File: src/rtl/htr_pkg.sv
package htr_pkg;

    localparam int MAX_TAG_LENGTH_DEFAULT = 4096;
    localparam int MATCH_LENGTH_W = 13;

    localparam logic [7:0] CH_LT     = 8'h3C;
    localparam logic [7:0] CH_GT     = 8'h3E;
    localparam logic [7:0] CH_SLASH  = 8'h2F;
    localparam logic [7:0] CH_EQ     = 8'h3D;
    localparam logic [7:0] CH_UNDER  = 8'h5F;
    localparam logic [7:0] CH_COLON  = 8'h3A;
    localparam logic [7:0] CH_DOT    = 8'h2E;
    localparam logic [7:0] CH_DASH   = 8'h2D;
    localparam logic [7:0] CH_BTICK  = 8'h60;
    localparam logic [7:0] CH_DQUOTE = 8'h22;
    localparam logic [7:0] CH_SQUOTE = 8'h27;
    localparam logic [7:0] CH_SPACE  = 8'h20;
    localparam logic [7:0] CH_TAB    = 8'h09;
    localparam logic [7:0] CH_LF     = 8'h0A;
    localparam logic [7:0] CH_VT     = 8'h0B;
    localparam logic [7:0] CH_FF     = 8'h0C;
    localparam logic [7:0] CH_CR     = 8'h0D;

    typedef enum logic [3:0] {
        PH_IDLE,
        PH_AFTER_LT,
        PH_CLOSE_START,
        PH_CLOSE_NAME,
        PH_CLOSE_WS,
        PH_OPEN_NAME,
        PH_SLOT,
        PH_SLASH,
        PH_ATTR_NAME,
        PH_AFTER_ATTR,
        PH_VALUE_WS,
        PH_QUOTED,
        PH_UNQUOTED
    } phase_t;

    typedef enum logic [1:0] {
        GO_ON,
        GO_REJECT,
        GO_ACCEPT
    } verdict_t;

    function automatic logic is_alpha(input logic [7:0] c);
        return (c >= 8'h61 && c <= 8'h7A) || (c >= 8'h41 && c <= 8'h5A);
    endfunction

    function automatic logic is_num(input logic [7:0] c);
        return c >= 8'h30 && c <= 8'h39;
    endfunction

    function automatic logic is_ws(input logic [7:0] c);
        return c == CH_SPACE || c == CH_TAB || c == CH_LF || c == CH_VT
            || c == CH_FF || c == CH_CR;
    endfunction

    function automatic logic is_tag_char(input logic [7:0] c);
        return is_alpha(c) || is_num(c) || c == CH_DASH;
    endfunction

    function automatic logic is_attr_start(input logic [7:0] c);
        return is_alpha(c) || c == CH_UNDER || c == CH_COLON;
    endfunction

    function automatic logic is_attr_char(input logic [7:0] c);
        return is_alpha(c) || is_num(c) || c == CH_UNDER || c == CH_DOT
            || c == CH_COLON || c == CH_DASH;
    endfunction

    function automatic logic is_unquoted_char(input logic [7:0] c);
        return !is_ws(c) && c != CH_DQUOTE && c != CH_SQUOTE && c != CH_EQ
            && c != CH_LT && c != CH_GT && c != CH_BTICK;
    endfunction

endpackage

File: src/rtl/html_tag_recognizer.sv
// Recognizes an inline HTML open or close tag at the start of a byte stream, one byte per
// beat, and returns one result beat per decided candidate: accepted and the tag length in
// bytes (zero when rejected). A beat with first_byte set restarts recognition and drops an
// undecided candidate without a result. The block sustains one byte per cycle while
// in_stall is low: the whole state update for a byte is a single pass through the phase
// logic, and the deciding byte's result is registered. Results go into a two-entry output
// buffer, so the input stalls only when both entries are held by a stalled output.
module html_tag_recognizer #(
    parameter int MAX_TAG_LENGTH = htr_pkg::MAX_TAG_LENGTH_DEFAULT
) (
    input  logic                               clk,
    input  logic                               rst_n,
    input  logic                               in_valid,
    output logic                               in_stall,
    input  logic [7:0]                         text_byte,
    input  logic                               first_byte,
    input  logic                               end_of_text,
    output logic                               out_valid,
    input  logic                               out_stall,
    output logic                               accepted,
    output logic [htr_pkg::MATCH_LENGTH_W-1:0] match_length
);
    import htr_pkg::*;

    localparam int CW = $clog2(MAX_TAG_LENGTH + 1);

    phase_t          phase_reg, phase_next;
    logic [CW-1:0]   count_reg, count_next;
    logic            quote_reg, quote_next;
    logic            sep_reg, sep_next;

    logic            skid_valid_reg;
    logic            skid_acc_reg;
    logic [MATCH_LENGTH_W-1:0] skid_len_reg;
    logic            out_valid_reg;
    logic            out_acc_reg;
    logic [MATCH_LENGTH_W-1:0] out_len_reg;

    logic            beat;
    verdict_t        verdict;
    logic            res_valid;
    logic            res_acc;
    logic [MATCH_LENGTH_W-1:0] res_len;
    logic [CW+MATCH_LENGTH_W-1:0] count_ext;

    // Advance chain variables.
    phase_t          ph;
    logic            sep_tmp;
    verdict_t        adv;
    phase_t          adv_phase;
    logic            adv_sep;
    logic            adv_quote;

    assign in_stall = skid_valid_reg;
    assign beat     = in_valid && !in_stall;

    // Phase advance for a byte in the middle of a candidate. Phases that end on a byte
    // which is not their own hand that byte on to the following phase.
    always_comb
    begin
        ph        = phase_reg;
        sep_tmp   = sep_reg;
        if (ph == PH_CLOSE_NAME && !is_tag_char(text_byte))
        begin
            ph = PH_CLOSE_WS;
        end
        if (ph == PH_OPEN_NAME && !is_tag_char(text_byte))
        begin
            ph      = PH_SLOT;
            sep_tmp = 1'b0;
        end
        if (ph == PH_ATTR_NAME && !is_attr_char(text_byte))
        begin
            ph      = PH_AFTER_ATTR;
            sep_tmp = 1'b0;
        end
        // An attribute name with no '=' starts the next slot and keeps its separator.
        if (ph == PH_AFTER_ATTR && !is_ws(text_byte) && text_byte != CH_EQ)
        begin
            ph = PH_SLOT;
        end
        if (ph == PH_UNQUOTED && !is_unquoted_char(text_byte))
        begin
            ph      = PH_SLOT;
            sep_tmp = 1'b0;
        end

        adv       = GO_REJECT;
        adv_phase = ph;
        adv_sep   = sep_tmp;
        adv_quote = quote_reg;
        unique case (ph)
            PH_AFTER_LT:
            begin
                if (text_byte == CH_SLASH)
                begin
                    adv       = GO_ON;
                    adv_phase = PH_CLOSE_START;
                end
                else if (is_alpha(text_byte))
                begin
                    adv       = GO_ON;
                    adv_phase = PH_OPEN_NAME;
                end
            end
            PH_CLOSE_START:
            begin
                if (is_alpha(text_byte))
                begin
                    adv       = GO_ON;
                    adv_phase = PH_CLOSE_NAME;
                end
            end
            PH_CLOSE_NAME, PH_OPEN_NAME, PH_ATTR_NAME:
            begin
                adv = GO_ON;
            end
            PH_CLOSE_WS:
            begin
                if (is_ws(text_byte))
                    adv = GO_ON;
                else if (text_byte == CH_GT)
                    adv = GO_ACCEPT;
            end
            PH_SLOT:
            begin
                if (is_ws(text_byte))
                begin
                    adv     = GO_ON;
                    adv_sep = 1'b1;
                end
                else if (text_byte == CH_GT)
                begin
                    adv = GO_ACCEPT;
                end
                else if (text_byte == CH_SLASH)
                begin
                    adv       = GO_ON;
                    adv_phase = PH_SLASH;
                end
                else if (sep_tmp && is_attr_start(text_byte))
                begin
                    adv       = GO_ON;
                    adv_phase = PH_ATTR_NAME;
                end
            end
            PH_SLASH:
            begin
                if (text_byte == CH_GT)
                    adv = GO_ACCEPT;
            end
            PH_AFTER_ATTR:
            begin
                adv = GO_ON;
                if (is_ws(text_byte))
                    adv_sep = 1'b1;
                else
                    adv_phase = PH_VALUE_WS;
            end
            PH_VALUE_WS:
            begin
                if (is_ws(text_byte))
                begin
                    adv = GO_ON;
                end
                else if (text_byte == CH_DQUOTE || text_byte == CH_SQUOTE)
                begin
                    adv       = GO_ON;
                    adv_quote = (text_byte == CH_DQUOTE);
                    adv_phase = PH_QUOTED;
                end
                else if (is_unquoted_char(text_byte))
                begin
                    adv       = GO_ON;
                    adv_phase = PH_UNQUOTED;
                end
            end
            PH_QUOTED:
            begin
                adv = GO_ON;
                if (text_byte == (quote_reg ? CH_DQUOTE : CH_SQUOTE))
                begin
                    adv_phase = PH_SLOT;
                    adv_sep   = 1'b0;
                end
            end
            PH_UNQUOTED:
            begin
                adv = GO_ON;
            end
            default:
            begin
                adv = GO_REJECT;
            end
        endcase
    end

    // Next state.
    always_comb
    begin
        phase_next = phase_reg;
        count_next = count_reg;
        quote_next = quote_reg;
        sep_next   = sep_reg;
        verdict    = GO_ON;
        res_valid  = 1'b0;
        if (beat)
        begin
            if (first_byte)
            begin
                quote_next = 1'b0;
                sep_next   = 1'b0;
                count_next = CW'(1);
                phase_next = PH_AFTER_LT;
                verdict    = (text_byte == CH_LT) ? GO_ON : GO_REJECT;
                res_valid  = 1'b1;
            end
            else if (phase_reg != PH_IDLE)
            begin
                res_valid = 1'b1;
                if (count_reg >= CW'(MAX_TAG_LENGTH))
                begin
                    verdict = GO_REJECT;
                end
                else
                begin
                    count_next = count_reg + CW'(1);
                    verdict    = adv;
                    phase_next = adv_phase;
                    sep_next   = adv_sep;
                    quote_next = adv_quote;
                end
            end
            if (verdict == GO_ON && end_of_text)
                verdict = GO_REJECT;
            if (verdict == GO_ON)
                res_valid = 1'b0;
            if (res_valid)
                phase_next = PH_IDLE;
        end
    end

    // Result fields.
    always_comb
    begin
        count_ext = {{MATCH_LENGTH_W{1'b0}}, count_next};
        res_acc   = (verdict == GO_ACCEPT);
        res_len   = res_acc ? count_ext[MATCH_LENGTH_W-1:0] : '0;
    end

    always_ff @(posedge clk or negedge rst_n)
    begin
        if (!rst_n)
        begin
            phase_reg      <= PH_IDLE;
            count_reg      <= '0;
            quote_reg      <= 1'b0;
            sep_reg        <= 1'b0;
            out_valid_reg  <= 1'b0;
            skid_valid_reg <= 1'b0;
        end
        else
        begin
            phase_reg <= phase_next;
            count_reg <= count_next;
            quote_reg <= quote_next;
            sep_reg   <= sep_next;
            if (!out_valid_reg || !out_stall)
            begin
                if (skid_valid_reg)
                begin
                    out_valid_reg  <= 1'b1;
                    skid_valid_reg <= res_valid;
                end
                else
                begin
                    out_valid_reg <= res_valid;
                end
            end
            else if (res_valid)
            begin
                skid_valid_reg <= 1'b1;
            end
        end
    end

    always_ff @(posedge clk)
    begin
        if (!out_valid_reg || !out_stall)
        begin
            if (skid_valid_reg)
            begin
                out_acc_reg  <= skid_acc_reg;
                out_len_reg  <= skid_len_reg;
                skid_acc_reg <= res_acc;
                skid_len_reg <= res_len;
            end
            else
            begin
                out_acc_reg <= res_acc;
                out_len_reg <= res_len;
            end
        end
        else if (res_valid)
        begin
            skid_acc_reg <= res_acc;
            skid_len_reg <= res_len;
        end
    end

    assign out_valid    = out_valid_reg;
    assign accepted     = out_acc_reg;
    assign match_length = out_len_reg;

endmodule

File: config.mk
export PLATFORM = sky130hd
export DESIGN_NAME = html_tag_recognizer
export DESIGN_NICKNAME = d
export VERILOG_FILES = /design/src/rtl/htr_pkg.sv /design/src/rtl/html_tag_recognizer.sv
export SDC_FILE = /design/constraint.sdc
export NUM_CORES = 1
export LEC_CHECK = 0
export BUFFER_PORTS_ARGS = -buffer_cell sky130_fd_sc_hd__buf_2
export CAP_MARGIN = 10
export CORE_MARGIN = 2
export CORE_UTILIZATION = 60
export CTS_CLUSTER_SIZE = 12
export DETAILED_ROUTE_END_ITERATION = 8
export GPL_TIMING_DRIVEN = 0
export PLACE_DENSITY = 0.79
export SLEW_MARGIN = 20
export SYNTH_ARGS = -nofsm -noshare
export SYNTH_HDL_FRONTEND = slang
export SYNTH_SLANG_ARGS = --single-unit
File: constraint.sdc
create_clock -name clk -period 3.45 [get_ports clk]
set_clock_uncertainty 0.05 [all_clocks]
set_input_delay 0.5175 -clock clk [delete_from_list [all_inputs] [get_ports clk]]
set_output_delay 0.5175 -clock clk [all_outputs]
set_load 0.005 [all_outputs]
==> results.sh, run 1 <==
export IMPL_synth_ff_type="edfxtp_1"
export IMPL_fill_cells=424
export IMPL_first_pass_iters=7
export IMPL_clk_insertion_delay_late_ns=0.31
export IMPL_p_leak_nw=1.54
export IMPL_dieArea_um2=5950
export IMPL_critPathKind="in -> reg"
export IMPL_start_util_pct=62.4
export IMPL_post_route_drc_count=0
export IMPL_place_ws_ns=-0.535
export IMPL_final_cell_mix="nand2_1, buf_2, nor2_1, edfxtp_1, dfrtp_1"
export IMPL_synth_edf_count=28
export IMPL_powerDensity_nw_per_um2=466
export IMPL_drtIter0Drc=292
export IMPL_cts_inserted_buffers=5
export IMPL_whs_ns=0.117
export IMPL_design_area_um2=3670
export IMPL_setup_tns_ns=0
export IMPL_grt_overflow=0
export IMPL_slew_viol_final=0
export IMPL_final_common_cell="nand2_1"
export IMPL_ys_seq_area_share_pct=42.6
export IMPL_crit_fanout=10
export IMPL_reg2regPathDepth=10
export IMPL_wl_per_cell_um=18.6
export IMPL_critical_path_arrival_ns=3.34
export IMPL_synth_area_um2=3210
export IMPL_cts_hold_buf=0
export IMPL_worstMarginPinSlew_ns=0.888
export IMPL_ant_nets=0
export IMPL_fin_nets=389
export IMPL_status="completed"
export IMPL_avgSynthCellArea_um2=9.49
export IMPL_antenna_found_initial=0
export IMPL_area_growth_pct=14.3
export IMPL_track_usage_pct=29.7
export IMPL_final_instance_count_excl_fill=444
export IMPL_cts_sinks=49
export IMPL_htreeDepth=2
export IMPL_dp_cells=435
export IMPL_layout_drive_gt1_share_pct=18.7
export IMPL_synth_top_area_share_pct=26.2
export IMPL_path_buf_inv=2
export IMPL_row_count=26
export IMPL_cts_root_buf="clkbuf_8"
export IMPL_placed_area_um2=3430
export IMPL_io_pins=30
export IMPL_drv_cap=0
export IMPL_crit_path_end_kind="flop"
export IMPL_die_w_um=77.1
export IMPL_ys_seq_elements=49
export IMPL_setup_viol=0
export IMPL_io_buffer_count=27
export IMPL_hold_viol=0
export IMPL_ys_top_cells_by_area="edfxtp_1, dfrtp_1, nand2_1, a21o_1, nor2_1"
export IMPL_grt_pass1_wl_um=13900
export IMPL_fin_crit_ns=3.31
export IMPL_slew_headroom_pct=40.2
export IMPL_yosys_area_top_type="edfxtp_1"
export IMPL_start_kind="input pin"
export IMPL_via_count=2907
export IMPL_num_antenna_cells=0
export IMPL_slowest_stage="or4b_1"
export IMPL_dp_hpwl_um=6260
export IMPL_finalCritPeriodShare_pct=96.0
export IMPL_place_congestion=1.02
export IMPL_setup_ws_ns=0.137
export IMPL_yosys_warnings=0
export IMPL_die_y_um=77.1
export IMPL_crit_family="compound AO/OA/AOI/OAI gates"
export IMPL_grt_pass1_vias=2748
export IMPL_drt_vias_per_instance=6.55
export IMPL_hp_class="in -> async"
export IMPL_coreArea_um2=5140
export IMPL_crit_path_max_incr_delay_ns=0.68
export IMPL_cts_tree="built"
export IMPL_crit_cells=10
export IMPL_fmax_mhz=302
export IMPL_power_mw=1.71
export IMPL_rsz0062_at_grt="false"
export IMPL_synthCells=338
export IMPL_async_flop_share_pct=42.9
export IMPL_clockBufferDepth=2
export IMPL_totalWireLength_um=8250
export IMPL_crit_required_ns=3.47
export IMPL_cp_cell_sequence="buf_2 -> or4b_1 -> o31ai_2 -> o21ai_2 -> mux2i_4 -> nor2_2 -> o311ai_4 -> clkbuf_4 -> a21oi_1 -> a21o_1"
export IMPL_vdd_drop_max_uv=338
export IMPL_path_clk_slew_ns=0.10
export IMPL_yosys_cell_types_count=75
export IMPL_grt_start_max_net_pins=22
export IMPL_synth_nets=354
export IMPL_utilization_pct=71.3
[report_power, final]
group          switching [mW]  internal (mW)
Combinational           0.300          0.165
Clock                   0.199          0.292
Sequential             0.0389          0.714
Total                   0.538           1.17
[metal layers]
layer | GRT usage, % | vias up | part of all wire, %
met3 | 5.53 | 13 | 7.8
li1 | - | 1358 | -
met5 | 0 | - | 0
met1 | 44.2 | 1393 | 47
met4 | 8.39 | 0 | 1.5
met2 | 44.5 | 143 | 44
[cell families after synthesis]
| family | share of synthesized area, % |
|---|---|
| AOI/OAI and AO/OA | 22.6 |
| xor gates and xnor gates | 3.28 |
| adders and majority gates | 0.780 |
| buffers and inverters | 4.13 |
| DFF | 42.6 |
| muxes | 1.36 |
| and+or+nand+nor | 25.3 |
[cells in the mapped netlist (3+ instances only)]
master    instances
a31oi_1           6
edfxtp_1         28
dfrtp_1          21
and2_1            3
o311ai_0          4
nor4_1            7
and3_1            5
buf_2             4
nand2b_1          4
inv_1            15
nor2_1           29
nand2_1          36
a21oi_1           7
nor3_1           18
clkbuf_1         13
nor2b_1           9
o21ai_0           9
o31ai_1           6
a21o_1           15
xnor2_1          10
nand3_1          15
[worst paths after layout]
kind                       slack (ns)         endpoint            start
min reg2reg                      0.48  match_length[6]  skid_len_reg[6]
min in group clk                 0.47        out_valid         in_valid
min                              0.12     phase_reg[2]            rst_n
max in group asynchronous        2.88     count_reg[9]            rst_n
max reg2reg                      0.20     phase_reg[1]     phase_reg[1]
max                              0.14  match_length[0]     text_byte[7]
[cell type report]
| cell class | instances | area [um^2] | share of cell area, % |
|---|---|---|---|
| sequential | 49 | 1370 | 37.3 |
| clock inverter | 3 | 68.8 | 1.88 |
| tap | 70 | 87.6 | 2.39 |
| multi-input combinational | 256 | 1790 | 48.9 |
| timing repair buffer | 29 | 150 | 4.10 |
| inverter | 15 | 56.3 | 1.54 |
| clock buffer | 5 | 68.8 | 1.88 |
| buffer | 17 | 75.1 | 2.05 |
[what timing repair did]
| action | CTS | global route |
|---|---|---|
| gates resized for setup | 4 | 13 |
| setup buffers | 0 | 2 |
| pin swaps | 0 | 3 |
| setup endpoints to repair | 19 | 46 |
| hold endpoints to repair | 0 | 0 |
Note: power is estimated with default switching activity, not from simulation.
==> run 2, diff against run 1 <==
--- a/config.mk
+++ b/config.mk
@@ -12,7 +12,7 @@
 export CTS_CLUSTER_SIZE = 12
 export DETAILED_ROUTE_END_ITERATION = 8
 export GPL_TIMING_DRIVEN = 0
-export PLACE_DENSITY = 0.79
+export PLACE_DENSITY = 0.86
 export SLEW_MARGIN = 20
 export SYNTH_ARGS = -nofsm -noshare
 export SYNTH_HDL_FRONTEND = slang
==> results.sh, run 2 (same netlist as run 1, synthesis figures left out) <==
export IMPL_design_area_um2=3660
export IMPL_hold_viol=0
export IMPL_switchingPower_mw=0.538
export IMPL_final_instance_count_excl_fill=447
export IMPL_fmax_mhz=299
export IMPL_critPathKind="in -> reg"
export IMPL_cts_root_buf="clkbuf_8"
export IMPL_clockBufferDepth=2
export IMPL_cts_tree="built"
export IMPL_layout_drive_gt1_share_pct=20.2
export IMPL_path_buf_inv=1
export IMPL_powerDensity_nw_per_um2=429
export IMPL_grt_pass1_wl_um=13300
export IMPL_dieArea_um2=5950
export IMPL_slew_headroom_pct=43.7
export IMPL_fin_nets=392
export IMPL_htreeDepth=2
export IMPL_cp_cell_sequence="buf_2 -> or4b_1 -> nor4_4 -> or3_1 -> nand2b_1 -> and3_1 -> o32ai_2 -> nand4_2 -> a22o_2"
export IMPL_crit_family="simple AND/OR/NAND/NOR gates"
export IMPL_p_seq_share_pct=47.9
export IMPL_grt_start_max_net_pins=22
export IMPL_drv_cap=0
export IMPL_slew_viol_final=0
export IMPL_track_usage_pct=28.5
export IMPL_path_clk_slew_ns=0.09
export IMPL_final_cell_mix="nand2_1, buf_2, nor2_1"
export IMPL_vdd_drop_max_uv=413
export IMPL_place_congestion=0.962
export IMPL_crit_path_max_incr_delay_ns=0.70
export IMPL_comb_power_share_pct=31.0
export IMPL_dp_cells=435
export IMPL_status="completed"
export IMPL_drtIter0Drc=391
export IMPL_start_kind="input pin"
export IMPL_coreArea_um2=5140
export IMPL_final_common_cell="nand2_1"
export IMPL_row_count=26
export IMPL_area_growth_pct=14.1
export IMPL_fill_cells=409
export IMPL_start_util_pct=62.4
export IMPL_critical_path_arrival_ns=3.27
export IMPL_ff_latch_area_um2=1370
export IMPL_multiInputGateArea_um2=1820
export IMPL_p_leak_nw=1.52
export IMPL_num_antenna_cells=0
export IMPL_fin_crit_ns=3.35
export IMPL_die_w_um=77.1
export IMPL_grt_overflow=0
export IMPL_wl_per_cell_um=18.6
export IMPL_io_pins=30
export IMPL_swShare_pct=34.3
export IMPL_cts_sinks=49
export IMPL_drt_vias_per_instance=6.57
export IMPL_ant_nets=0
export IMPL_via_count=2938
export IMPL_setup_viol=0
export IMPL_placed_area_um2=3430
export IMPL_crit_fanout=14
export IMPL_cts_hold_buf=0
export IMPL_crit_path_end_kind="flop"
export IMPL_antenna_found_initial=0
export IMPL_clkPwrFrac_pct=21.2
export IMPL_grt_pass1_vias=2599
export IMPL_first_pass_iters=5
export IMPL_dp_hpwl_um=6270
export IMPL_crit_required_ns=3.38
export IMPL_io_buffer_count=27
export IMPL_finalCritPeriodShare_pct=97.0
export IMPL_clk_insertion_delay_late_ns=0.30
export IMPL_rsz0062_at_grt="false"
export IMPL_power_mw=1.57
export IMPL_hp_class="in -> async"
export IMPL_p_int_mw=1.03
export IMPL_post_route_drc_count=0
export IMPL_slowest_stage="or4b_1"
export IMPL_totalWireLength_um=8330
export IMPL_worstMarginPinSlew_ns=0.831
export IMPL_cts_inserted_buffers=5
export IMPL_die_y_um=77.1
==> run 2: power groups by stage <==
stage	combinational, mW	sequential, mW	clock, mW
2_1_floorplan	0.294	0.763	0
3_3_place_gp	0.437	0.758	0
3_5_place_dp	0.442	0.764	0
4_1_cts	0.447	0.751	0.336
5_1_grt	0.534	0.758	0.361
6_report	0.486	0.751	0.333
==> run 2: repair_timing <==
action | in CTS | in global routing
gates cloned | 0 | 1
endpoints found under the hold margin | 0 | 0
setup buffers | 0 | 4
pin swaps | 0 | 4
endpoints found under the setup margin | 22 | 32
gates resized for setup | 4 | 16
==> run 2: through the flow <==
step | hold WS, ns | setup TNS, ns | utilization [%] | setup slack [ns]
3_3_place_gp | 0.448 | -25.29 | 66.7 | -0.694
3_5_place_dp | 0.455 | -14.42 | 66.7 | -0.611
6_report | 0.114 | 0 | 71.2 | 0.103
4_1_cts | 0.146 | 0 | 68.8 | 0.0632
2_1_floorplan | 0.172 | 0 | - | 0.123
5_1_grt | 0.175 | 0 | 71.2 | 0.00560
==> run 2: final timing paths <==
kind                            startpoint               to  slack [ns]  depth (start not counted)
setup / recovery              text_byte[7]  skid_len_reg[4]        0.10                          9
hold / removal                       rst_n         in_stall        0.11                          1
setup reg to reg              phase_reg[0]     phase_reg[1]        0.18                          9
hold reg to reg            skid_len_reg[5]  match_length[5]        0.48                          1
max in group asynchronous            rst_n     count_reg[5]        2.89                          1
min in group clk                  in_valid        out_valid        0.44                          3
==> run 2: worst reg2reg max path, cell delays in order, from the launching register on <==
cell and delay [ns]:
dfrtp_1 0.43, nor4_2 0.50, or2_2 0.19, clkbuf_1 0.29, nor4_2 0.17, a221o_1 0.42, a211oi_2 0.19, nand4_2 0.21
or3_4 0.40, o41ai_2 0.31
==> run 2: per-layer routing <==
layer | global-route usage (%) | up-vias | wire length [um]
met3 | 7.18 | 18 | 888
met2 | 41.3 | 179 | 3630
met4 | 4.82 | 0 | 113
li1 | - | 1365 | -
met5 | 0 | - | 0
met1 | 43.9 | 1376 | 3700
==> run 2: area by class of cell <==
type | instances | share of cell area, %
plain buffers | 17 | 2.05
clock buffers | 5 | 1.88
clock inverters | 3 | 0.581
inverters | 15 | 1.54
multi-input cells | 257 | 49.7
flip-flops and latches | 49 | 37.3
well taps | 70 | 2.39
repair buffers | 31 | 4.51
==> run 3, diff against run 2 <==
--- a/config.mk
+++ b/config.mk
@@ -9,10 +9,11 @@
 export CAP_MARGIN = 10
 export CORE_MARGIN = 2
 export CORE_UTILIZATION = 60
+export CTS_BUF_LIST = sky130_fd_sc_hd__clkbuf_16
 export CTS_CLUSTER_SIZE = 12
 export DETAILED_ROUTE_END_ITERATION = 8
 export GPL_TIMING_DRIVEN = 0
-export PLACE_DENSITY = 0.86
+export PLACE_DENSITY = 0.93
 export SLEW_MARGIN = 20
 export SYNTH_ARGS = -nofsm -noshare
 export SYNTH_HDL_FRONTEND = slang
==> results.sh, run 3 (same netlist as run 1, synthesis figures left out) <==
export IMPL_die_w_um=77.1
export IMPL_place_congestion=0.954
export IMPL_via_count=3083
export IMPL_coreArea_um2=5140
export IMPL_clockBufferDepth=2
export IMPL_start_kind="input pin"
export IMPL_crit_path_end_kind="flop"
export IMPL_critPathKind="in -> reg"
export IMPL_setup_viol=1
export IMPL_cts_sinks=49
export IMPL_vdd_drop_max_uv=290
export IMPL_p_seq_share_pct=43.1
export IMPL_fmax_mhz=288
export IMPL_ant_nets=0
export IMPL_slew_headroom_pct=34.9
export IMPL_finalCritPeriodShare_pct=101
export IMPL_dieArea_um2=5950
export IMPL_status="finished with violations"
export IMPL_crit_fanout=8
export IMPL_swShare_pct=33.4
export IMPL_clkPwrFrac_pct=28.2
export IMPL_violations="setup timing"
export IMPL_p_int_mw=1.17
export IMPL_grt_overflow=0
export IMPL_place_ws_ns=-0.592
export IMPL_fill_cells=379
export IMPL_start_util_pct=62.4
export IMPL_final_common_cell="nand2_1"
export IMPL_cts_tree="built"
export IMPL_post_route_drc_count=0
export IMPL_setup_ws_ns=-0.0280
export IMPL_hold_viol=0
export IMPL_path_clk_slew_ns=0.07
export IMPL_drv_cap=0
export IMPL_clk_insertion_delay_late_ns=0.29
export IMPL_layout_drive_gt1_share_pct=21.0
export IMPL_num_antenna_cells=0
export IMPL_grt_pass1_wl_um=13800
export IMPL_final_cell_mix="nand2_1, buf_2, nor2_1, edfxtp_1, dfrtp_1"
export IMPL_io_pins=30
export IMPL_critical_path_arrival_ns=3.63
export IMPL_row_count=26
export IMPL_first_pass_iters=6
export IMPL_slew_viol_final=0
export IMPL_ff_latch_area_um2=1370
export IMPL_htreeDepth=2
export IMPL_drtIter0Drc=580
export IMPL_crit_required_ns=3.60
export IMPL_drt_vias_per_instance=6.84
export IMPL_antenna_found_initial=0
export IMPL_multiInputGateArea_um2=1830
export IMPL_totalWireLength_um=8850
export IMPL_dp_hpwl_um=6170
export IMPL_io_buffer_count=27
export IMPL_track_usage_pct=29.9
export IMPL_p_leak_nw=1.59
export IMPL_grt_pass1_vias=2705
export IMPL_die_y_um=77.1
export IMPL_fin_nets=396
export IMPL_fin_crit_ns=3.48
export IMPL_cts_root_buf="clkbuf_16"
export IMPL_cts_inserted_buffers=5
export IMPL_area_growth_pct=17.6
export IMPL_cts_hold_buf=0
export IMPL_switchingPower_mw=0.586
export IMPL_hp_class="in -> async"
export IMPL_wl_per_cell_um=19.6
export IMPL_worstMarginPinSlew_ns=0.967
export IMPL_powerDensity_nw_per_um2=465
export IMPL_grt_start_max_net_pins=22
export IMPL_comb_power_share_pct=28.7
export IMPL_setup_tns_ns=-0.0280
==> run 3: layer usage <==
metal	track usage [%]	vias up	share of wire, %
met3	4.59	48	11
met1	43.3	1431	41
met5	0	-	0
li1	-	1374	-
met2	45.5	230	45
met4	11.4	0	3.7
==> run 3: worst max-delay path: stages <==
cell and delay (ns):
buf_2 0.15, or4b_1 0.67, nor4_2 0.32, o21ai_1 0.22, a31o_1 0.27, a221o_1 0.27
a211oi_2 0.17, nand4_2 0.23, or3_4 0.47, buf_4 0.15, o31ai_1 0.18
==> run 3: stage by stage <==
stage | total power, mW | hold WS [ns] | std cells | area [um^2] | utilization [%]
global placement | 1.19 | 0.452 | 435 | 3430 | 66.7
detailed placement | 1.20 | 0.457 | 435 | 3430 | 66.7
finish | 1.76 | 0.140 | 451 | 3770 | 73.4
floorplan | 1.06 | 0.172 | 338 | 3210 | -
global route | 1.83 | 0.163 | 451 | 3770 | 73.4
CTS | 1.70 | 0.151 | 443 | 3600 | 70.0
==> run 3: repair_timing <==
action,CTS,global route
setup buffers,0,9
resized for setup,4,19
pin swaps,1,10
setup endpoints to repair,23,43
==> run 3: final timing paths <==
path | startpoint | end | slack [ns] | cells past startpoint
setup / recovery | text_byte[7] | phase_reg[2] | -0.03 | 11
hold / removal | rst_n | out_valid | 0.14 | 1
setup reg to reg | phase_reg[1] | phase_reg[2] | 0.11 | 11
hold reg to reg | skid_len_reg[6] | match_length[6] | 0.48 | 1
max in group asynchronous | rst_n | count_reg[8] | 2.86 | 1
min in group clk | skid_len_reg[6] | match_length[6] | 0.48 | 1
==> run 3: cell type report <==
type	instances	share of cell area (%)
multi-input combinational	256	48.6
buffer	17	1.99
clock inverter	3	0.696
timing repair buffer	36	5.37
tap	70	2.32
inverter	15	1.49
sequential	49	36.2
clock buffer	5	3.32
==> run 3: power by group through the flow <==
| stage | sequential, mW | combinational, mW | clock, mW |
|---|---|---|---|
| global placement | 0.757 | 0.428 | 0 |
| finish | 0.756 | 0.504 | 0.496 |
| detailed placement | 0.764 | 0.439 | 0 |
| global route | 0.764 | 0.538 | 0.526 |
| floorplan | 0.763 | 0.294 | 0 |
| CTS | 0.754 | 0.449 | 0.498 |
